[config.mk]
export PLATFORM = sky130hd
export DESIGN_NAME = sliding_anagram_counter
export DESIGN_NICKNAME = d
export VERILOG_FILES = /design/src/rtl/sac_pkg.sv /design/src/rtl/sliding_anagram_counter.sv
export SDC_FILE = /design/constraint.sdc
export NUM_CORES = 2
export LEC_CHECK = 0
export BUFFER_PORTS_ARGS = -buffer_cell sky130_fd_sc_hd__buf_2
export CORE_AREA = 2 2 449 495
export DETAILED_ROUTE_END_ITERATION = 6
export DIE_AREA = 0 0 451 497
export PLACE_DENSITY = 0.77
export SLEW_MARGIN = 20
export SYNTH_ARGS = -nofsm -noshare
export SYNTH_HDL_FRONTEND = slang
export SYNTH_SLANG_ARGS = --single-unit
[constraint.sdc]
create_clock -name clk_i -period 10.94 [get_ports clk_i]
set_clock_uncertainty 0.1 [all_clocks]
set_input_delay 1.094 -clock clk_i [delete_from_list [all_inputs] [get_ports clk_i]]
set_output_delay 1.094 -clock clk_i [all_outputs]
set_load 0.01 [all_outputs]
[src/rtl/sac_pkg.sv]
package sac_pkg;

  localparam int unsigned OPCODE_W = 2;
  localparam int unsigned SYMBOL_W = 8;
  localparam int unsigned CFG_W    = 7;
  localparam int unsigned TOTAL_W  = 32;

  // item opcodes
  localparam logic [OPCODE_W-1:0] OP_CLEAR   = 2'd0;
  localparam logic [OPCODE_W-1:0] OP_PATTERN = 2'd1;
  localparam logic [OPCODE_W-1:0] OP_TEXT    = 2'd2;

  typedef enum logic [2:0] {
    ST_CLEAR,
    ST_IDLE,
    ST_PAT,
    ST_ENTER,
    ST_RING,
    ST_LEAVE
  } state_e;

endpackage

[src/rtl/sliding_anagram_counter.sv]
// a text item's result is loaded into the output register from ST_ENTER while the window
//   fills, and from ST_LEAVE (after ST_RING) once it is full; pattern items pass through ST_PAT
// a new item is taken only once the last one is through; the count table's separate read
//   and write ports carry two read-modify-writes per full-window item
// reset, clear items and window_length writes start a clearing pass over all of the
//   2**SYMBOL_BITS count table entries (256 by default), during which items are stalled
module sliding_anagram_counter #(
  parameter int unsigned MAX_WINDOW  = 64,
  parameter int unsigned SYMBOL_BITS = 8
) (
  input  logic                          clk_i,
  input  logic                          rst_ni,
  // configuration
  input  logic                          window_length_we_i,
  input  logic [sac_pkg::CFG_W-1:0]     window_length_i,
  // input items
  input  logic                          in_valid_i,
  output logic                          in_stall_o,
  input  logic [sac_pkg::OPCODE_W-1:0]  opcode_i,
  input  logic [sac_pkg::SYMBOL_W-1:0]  symbol_i,
  // result items
  output logic                          out_valid_o,
  input  logic                          out_stall_i,
  output logic                          window_full_o,
  output logic                          match_o,
  output logic [sac_pkg::TOTAL_W-1:0]   total_matches_o
);
  import sac_pkg::*;

  localparam int unsigned NSYM   = 2 ** SYMBOL_BITS;
  localparam int unsigned LEN_W  = $clog2(MAX_WINDOW + 1);
  localparam int unsigned SLOT_W = (MAX_WINDOW > 1) ? $clog2(MAX_WINDOW) : 1;
  // balance spans -MAX_WINDOW .. MAX_WINDOW
  localparam int unsigned BAL_W  = LEN_W + 1;
  // table entry: {in_pattern, balance}
  localparam int unsigned ENT_W  = BAL_W + 1;
  localparam int unsigned OUTS_W = SYMBOL_BITS + 1;

  // clamp the written length into 1..MAX_WINDOW
  function automatic logic [LEN_W-1:0] eff_len(input logic [CFG_W-1:0] v);
    logic [31:0] w;
    w = 32'(v);
    if (w == 32'd0) begin
      w = 32'd1;
    end else if (w > 32'(MAX_WINDOW)) begin
      w = 32'(MAX_WINDOW);
    end
    return LEN_W'(w);
  endfunction

  // ---------------------------------------------------------------------------
  // state registers
  // ---------------------------------------------------------------------------
  state_e                  state_q, state_d;
  logic [SYMBOL_BITS-1:0]  sweep_q, sweep_d;     // clearing pass address
  logic [LEN_W-1:0]        len_q, len_d;         // effective window length
  logic [LEN_W-1:0]        fill_q, fill_d;       // text bytes in window
  logic [SLOT_W-1:0]       oldest_q, oldest_d;   // ring slot of oldest byte
  logic [LEN_W-1:0]        patcnt_q, patcnt_d;   // pattern bytes loaded
  logic [OUTS_W-1:0]       outs_q, outs_d;       // symbols still outstanding
  logic [TOTAL_W-1:0]      total_q, total_d;     // saturating match total
  logic                    match_q, match_d;     // match flag held for leave step
  logic [SYMBOL_BITS-1:0]  sym_q;                // symbol of the item at work

  // ---------------------------------------------------------------------------
  // count table: one port for read and one for write, registered read data
  // ---------------------------------------------------------------------------
  logic [ENT_W-1:0]        tbl_mem [NSYM];
  logic                    tbl_we, tbl_re;
  logic [SYMBOL_BITS-1:0]  tbl_waddr, tbl_raddr;
  logic [ENT_W-1:0]        tbl_wdata;
  logic [ENT_W-1:0]        tbl_rdata_q;

  always_ff @(posedge clk_i) begin
    if (tbl_we) begin
      tbl_mem[tbl_waddr] <= tbl_wdata;
    end
    if (tbl_re) begin
      tbl_rdata_q <= tbl_mem[tbl_raddr];
    end
  end

  // ---------------------------------------------------------------------------
  // window ring: contents undefined until written
  // ---------------------------------------------------------------------------
  logic [SYMBOL_BITS-1:0]  ring_mem [MAX_WINDOW];
  logic                    ring_we, ring_re;
  logic [SLOT_W-1:0]       ring_waddr;
  logic [SYMBOL_BITS-1:0]  ring_rdata_q;

  always_ff @(posedge clk_i) begin
    if (ring_we) begin
      ring_mem[ring_waddr] <= symbol_i[SYMBOL_BITS-1:0];
    end
    if (ring_re) begin
      ring_rdata_q <= ring_mem[oldest_q];
    end
  end

  // ring slot for the entering byte: (oldest + fill) mod len, sum stays below 2*len
  logic [LEN_W:0] wsum;
  always_comb begin
    wsum = (LEN_W+1)'(fill_q) + (LEN_W+1)'(oldest_q);
    if (wsum >= (LEN_W+1)'(len_q)) begin
      wsum = wsum - (LEN_W+1)'(len_q);
    end
    ring_waddr = SLOT_W'(wsum);
  end

  // ---------------------------------------------------------------------------
  // read-modify-write data paths
  // ---------------------------------------------------------------------------
  logic              in_acc;
  logic              out_go;
  logic              ent_present;
  logic [BAL_W-1:0]  ent_bal;
  logic [BAL_W-1:0]  bal_dec, bal_inc;
  logic [LEN_W-1:0]  fill_inc;
  logic              now_full;
  logic [OUTS_W-1:0] outs_enter;
  logic [LEN_W-1:0]  oldest_inc;

  assign in_stall_o  = (state_q != ST_IDLE);
  assign in_acc      = in_valid_i && !in_stall_o;
  // the output register can take a result this cycle
  assign out_go      = !out_valid_o || !out_stall_i;

  assign ent_present = tbl_rdata_q[BAL_W];
  assign ent_bal     = tbl_rdata_q[BAL_W-1:0];
  assign bal_dec     = ent_bal - BAL_W'(1);
  assign bal_inc     = ent_bal + BAL_W'(1);
  assign fill_inc    = fill_q + LEN_W'(1);
  assign now_full    = (fill_inc >= len_q);
  // outstanding count once the entering byte is taken out
  assign outs_enter  = (ent_present && (bal_dec == '0)) ? outs_q - OUTS_W'(1) : outs_q;
  assign oldest_inc  = LEN_W'(oldest_q) + LEN_W'(1);

  logic emit;
  logic res_full, res_match;

  // ---------------------------------------------------------------------------
  // sequencer
  // ---------------------------------------------------------------------------
  always_comb begin
    state_d   = state_q;
    sweep_d   = sweep_q;
    len_d     = len_q;
    fill_d    = fill_q;
    oldest_d  = oldest_q;
    patcnt_d  = patcnt_q;
    outs_d    = outs_q;
    total_d   = total_q;
    match_d   = match_q;
    tbl_we    = 1'b0;
    tbl_waddr = sym_q;
    tbl_wdata = '0;
    tbl_re    = 1'b0;
    tbl_raddr = symbol_i[SYMBOL_BITS-1:0];
    ring_we   = 1'b0;
    ring_re   = 1'b0;
    emit      = 1'b0;
    res_full  = 1'b0;
    res_match = 1'b0;

    case (state_q)
      // zero one table entry per cycle
      ST_CLEAR: begin
        tbl_we    = 1'b1;
        tbl_waddr = sweep_q;
        tbl_wdata = '0;
        sweep_d   = sweep_q + SYMBOL_BITS'(1);
        if (&sweep_q) begin
          state_d = ST_IDLE;
        end
      end

      ST_IDLE: begin
        if (in_acc) begin
          case (opcode_i)
            OP_CLEAR: begin
              state_d  = ST_CLEAR;
              sweep_d  = '0;
              fill_d   = '0;
              oldest_d = '0;
              patcnt_d = '0;
              outs_d   = '0;
              total_d  = '0;
            end
            OP_PATTERN: begin
              // surplus bytes and bytes that arrive while the fill count is nonzero are dropped
              if ((patcnt_q < len_q) && (fill_q == '0)) begin
                tbl_re  = 1'b1;
                state_d = ST_PAT;
              end
            end
            OP_TEXT: begin
              tbl_re  = 1'b1;
              ring_we = 1'b1;
              state_d = ST_ENTER;
            end
            default: begin
            end
          endcase
        end
      end

      ST_PAT: begin
        tbl_we    = 1'b1;
        tbl_wdata = {1'b1, bal_inc};
        if (!ent_present) begin
          outs_d = outs_q + OUTS_W'(1);
        end
        patcnt_d = patcnt_q + LEN_W'(1);
        state_d  = ST_IDLE;
      end

      // entering byte: lower its balance, then either report or go fetch the oldest byte
      ST_ENTER: begin
        if (now_full) begin
          tbl_we    = ent_present;
          tbl_wdata = {1'b1, bal_dec};
          outs_d    = outs_enter;
          match_d   = (outs_enter == '0);
          if ((outs_enter == '0) && !(&total_q)) begin
            total_d = total_q + TOTAL_W'(1);
          end
          ring_re = 1'b1;
          state_d = ST_RING;
        end else if (out_go) begin
          tbl_we    = ent_present;
          tbl_wdata = {1'b1, bal_dec};
          outs_d    = outs_enter;
          fill_d    = fill_inc;
          emit      = 1'b1;
          state_d   = ST_IDLE;
        end
      end

      // oldest byte is out of the ring, look up its entry
      ST_RING: begin
        tbl_re    = 1'b1;
        tbl_raddr = ring_rdata_q;
        state_d   = ST_LEAVE;
      end

      // leaving byte: restore its balance and slide the window
      ST_LEAVE: begin
        if (out_go) begin
          tbl_we    = ent_present;
          tbl_waddr = ring_rdata_q;
          tbl_wdata = {1'b1, bal_inc};
          if (ent_present && (bal_inc == BAL_W'(1))) begin
            outs_d = outs_q + OUTS_W'(1);
          end
          oldest_d  = (oldest_inc == len_q) ? '0 : SLOT_W'(oldest_inc);
          emit      = 1'b1;
          res_full  = 1'b1;
          res_match = match_q;
          state_d   = ST_IDLE;
        end
      end

      default: begin
        state_d = ST_CLEAR;
        sweep_d = '0;
      end
    endcase

    // a length write starts a new case
    if (window_length_we_i) begin
      len_d    = eff_len(window_length_i);
      state_d  = ST_CLEAR;
      sweep_d  = '0;
      fill_d   = '0;
      oldest_d = '0;
      patcnt_d = '0;
      outs_d   = '0;
      total_d  = '0;
    end
  end

  always_ff @(posedge clk_i or negedge rst_ni) begin
    if (!rst_ni) begin
      state_q  <= ST_CLEAR;
      sweep_q  <= '0;
      len_q    <= LEN_W'(1);
      fill_q   <= '0;
      oldest_q <= '0;
      patcnt_q <= '0;
      outs_q   <= '0;
      total_q  <= '0;
      match_q  <= 1'b0;
    end else begin
      state_q  <= state_d;
      sweep_q  <= sweep_d;
      len_q    <= len_d;
      fill_q   <= fill_d;
      oldest_q <= oldest_d;
      patcnt_q <= patcnt_d;
      outs_q   <= outs_d;
      total_q  <= total_d;
      match_q  <= match_d;
    end
  end

  always_ff @(posedge clk_i) begin
    if (in_acc) begin
      sym_q <= symbol_i[SYMBOL_BITS-1:0];
    end
  end

  // ---------------------------------------------------------------------------
  // output register: holds a finished result while the next item is taken
  // ---------------------------------------------------------------------------
  logic out_valid_q;

  always_ff @(posedge clk_i or negedge rst_ni) begin
    if (!rst_ni) begin
      out_valid_q <= 1'b0;
    end else if (emit) begin
      out_valid_q <= 1'b1;
    end else if (!out_stall_i) begin
      out_valid_q <= 1'b0;
    end
  end

  logic               window_full_q;
  logic               match_out_q;
  logic [TOTAL_W-1:0] total_out_q;

  always_ff @(posedge clk_i) begin
    if (emit) begin
      window_full_q <= res_full;
      match_out_q   <= res_match;
      total_out_q   <= total_q;
    end
  end

  assign out_valid_o     = out_valid_q;
  assign window_full_o   = window_full_q;
  assign match_o         = match_out_q;
  assign total_matches_o = total_out_q;

endmodule

==> flow_summary.ini <==
[yosys]
ys_types = 89
synth_top_area_cell = edfxtp_1
synthArstFlopShare = 0.0274
synthTopCellsByArea = edfxtp_1 (72%), mux4_2 (8.6%), nand2_1 (2.9%), mux2i_1 (1.9%), dfrtp_1 (1.7%)
synth.cell_area_um2 = 120000
ys.warnings.count = 0
synth_edf_count = 2875
synth_nets = 7161
yosys.area.top_type_share = 0.721
syn_inst = 7094
ys_seq_elements = 2956
avgSynthCellArea_um2 = 16.9
ys_seq_area_frac = 0.738
synth_top_flop_cell = edfxtp_1

[sta]
max_freq_mhz = 146
final.period_utilization = 0.628
finalHoldViolations = 0
finalCriticalPeriod_ns = 6.87
final_max_slew_viol_count = 0
setup_tns_ns = 0
rsz0062_at_grt = no
setup_violations = 0
tightest_slew_ns = 1.30
setup_slack_ns = 4.07
relSlewSlack = 0.133

[routing]
topRoutingLayerUsed = met5
finalWirelength_um = 359000
drtAntennaViolNets = 0
wl_met2_um = 160000
post_drt_wl_per_cell_um = 34.0
m1WireLength_um = 117000
drt_iter0_markers = 13432
route.met3.wl_um = 52200
dr.pass1.iters = 6
drc = 0
num_vias = 73608
via_per_inst = 6.97

[critical_path]
critPathMostFrequentCell = buf_4
endpoint_kind = flip-flop
crit_required_ns = 11.50
crit_start = state_q[2]
cp_cell_sequence = or3b_4 > buf_4 > a21boi_4 > buf_12 > buf_4 > mux4_2 > a221oi_1 > o21ai_0 > a2111oi_0 > nand3_1
criticalPathCategory = flip-flop to flip-flop
cpPeakStageDelay_ns = 0.81
crit_path_start_kind = flip-flop
critical_path_arrival_ns = 7.43
crit_fanout = 100
cpMaxStageDelayCell = a21boi_4
rr_startpoint = state_q[2]

[cells_and_area]
fin_util = 0.619
multi_input_area_um2 = 30200
area_delta_synth_final_pct = 13.0
drive_gt1_frac = 0.196
nNetsFinal = 7485
seqCellArea_um2 = 88400
fillers = 14602

[floorplanning]
io_pins = 58
row_count = 180
die_x_um = 451
die_h_um = 497
fp.coreArea_um2 = 219000
die-area_um2 = 224000
initial_core_util = 0.548

[job]
cap_violations = 0

[clock_tree]
cts-resized-gates = 0
clk_path_buf_depth = 4
clkSinkCount = 2956
clk_pin_slew_ns = 0.07
cts_hold_buf = 0
clk_latency_ns = 0.97
htree_levels = 5
cts_tree = built
post-cts-setup-buffers = 0
clock-root-buffer = clkbuf_16
cts_made_buffers = 303

[pwr]
total_leakage_power_uw = 0.0436
p_total_uw = 25300
powerDensity_nw_per_um2 = 186
ir_drop_mv = 0.187

[placed_design]
dpl.hpwl_um = 214000
place_ws_ns = 4.31
gp_congestion = 0.976
port_buffers = 57

[global_route]
grtUsageTotal = 0.316
overflow = 0
grt_max_degree = 257
grt_first_pass_wirelength_um = 511000
antenna_found_initial = 23
grt_pass1_vias = 71994

[worst_hold_path]
hp-class = primary input to async pin

[status]
outcome = complete, no violations
[sequential cells by signal (all words and copies together) (netlist names), 9 cells and up]
signal and flops:
outs_q 9, ring_mem 512, tbl_mem 2304, tbl_rdata_q 9
total_matches_o 32, total_q 32
[power breakdown]
part	internal [uW]	switching (uW)	total (uW)
Sequential	12800	63.3	12800
Combinational	490	2020	2510
Clock	5700	4220	9920
Total	19000	6310	25300
[final timing paths]
| path | endpoint | slack (ns) | cells after the start |
|---|---|---|---|
| setup / recovery | tbl_rdata_q[4] | 4.07 | 10 |
| hold / removal | outs_q[6] | 0.04 | 1 |
| setup reg to reg | tbl_rdata_q[4] | 4.07 | 10 |
| hold reg to reg | total_matches_o[27] | 0.43 | 0 |
| max in group asynchronous | state_q[1] | 9.63 | 2 |
| min in group clk_i | len_q[2] | 0.34 | 3 |
[layout make-up]
type / count / share of cell area
diodes: 18 / 0.000333
clock buffers: 386 / 0.0593
clock inverters: 135 / 0.00909
inverters: 58 / 0.00161
multi-input cells: 3631 / 0.223
flip-flops and latches: 2956 / 0.652
well taps: 2912 / 0.0269
repair buffers: 468 / 0.0275
[cell usage after synthesis, types with 9 or more instances]
cell	instances
a2111oi_0	26
a211oi_1	52
a21o_1	16
a21oi_1	69
a221oi_1	28
a22o_1	17
a22oi_1	53
a311oi_1	36
a31oi_1	85
a32oi_1	44
a41oi_1	23
and2_1	17
and3_1	25
buf_1	63
buf_2	76
buf_4	48
clkbuf_1	255
dfrtp_1	80
edfxtp_1	2875
ha_1	43
inv_1	57
mux2_2	20
mux2i_1	229
mux4_2	457
nand2_1	933
nand2b_1	19
nand3_1	299
nand4_1	62
nand4b_1	9
nor2_1	182
nor2b_1	15
nor3_1	279
nor4_1	85
o2111ai_1	60
o211a_1	55
o211ai_1	55
o21ai_0	109
o22ai_1	23
o31ai_1	20
or4_1	25
xnor2_1	23
xor2_1	15
[stage by stage]
| step | instance area (um^2) | hold WS (ns) | cells |
|---|---|---|---|
| final | 135000 | 0.0435 | 10564 |
| after global placement | 126000 | 0.398 | 10020 |
| after CTS | 135000 | 0.0187 | 10541 |
| after detailed placement | 126000 | 0.425 | 10020 |
| after global routing | 135000 | 0.0526 | 10550 |
| after floorplan | 120000 | 0.370 | 7094 |
[cells in the final DEF (no fill, tap or decap), types with 77 or more instances in the layout]
cell and instances:
nand2_1 927, nor3_1 212, mux2i_1 215, a31oi_1 84, o21ai_0 106, nand3_1 299
nor2_1 168, mux4_2 457, edfxtp_1 2875, clkbuf_16 309, dfrtp_1 77, buf_4 388
[worst max-delay path: cells and delay by family, from the launching register on]
kind            cells  cell delay, ns
compound gates      4            2.64
buf+inv             3            1.46
simple gates        2            0.79
flops               1            0.76
mux                 1            0.59
[kinds of logic after synthesis]
logic type	after synthesis	synth area share
fa+ha+maj	45	0.00482
buf+inv	507	0.0186
flops	2956	0.738
mux	715	0.108
simple gates	1992	0.0757
compound gates	841	0.0523
xor+xnor	38	0.00278
[routing by layer]
metal	GRT usage	vias up
met5	0.00342	-
met4	0.213	22
met3	0.107	1341
met2	0.466	6370
met1	0.398	36663
li1	-	29212
(Power assumes the default switching activity.)
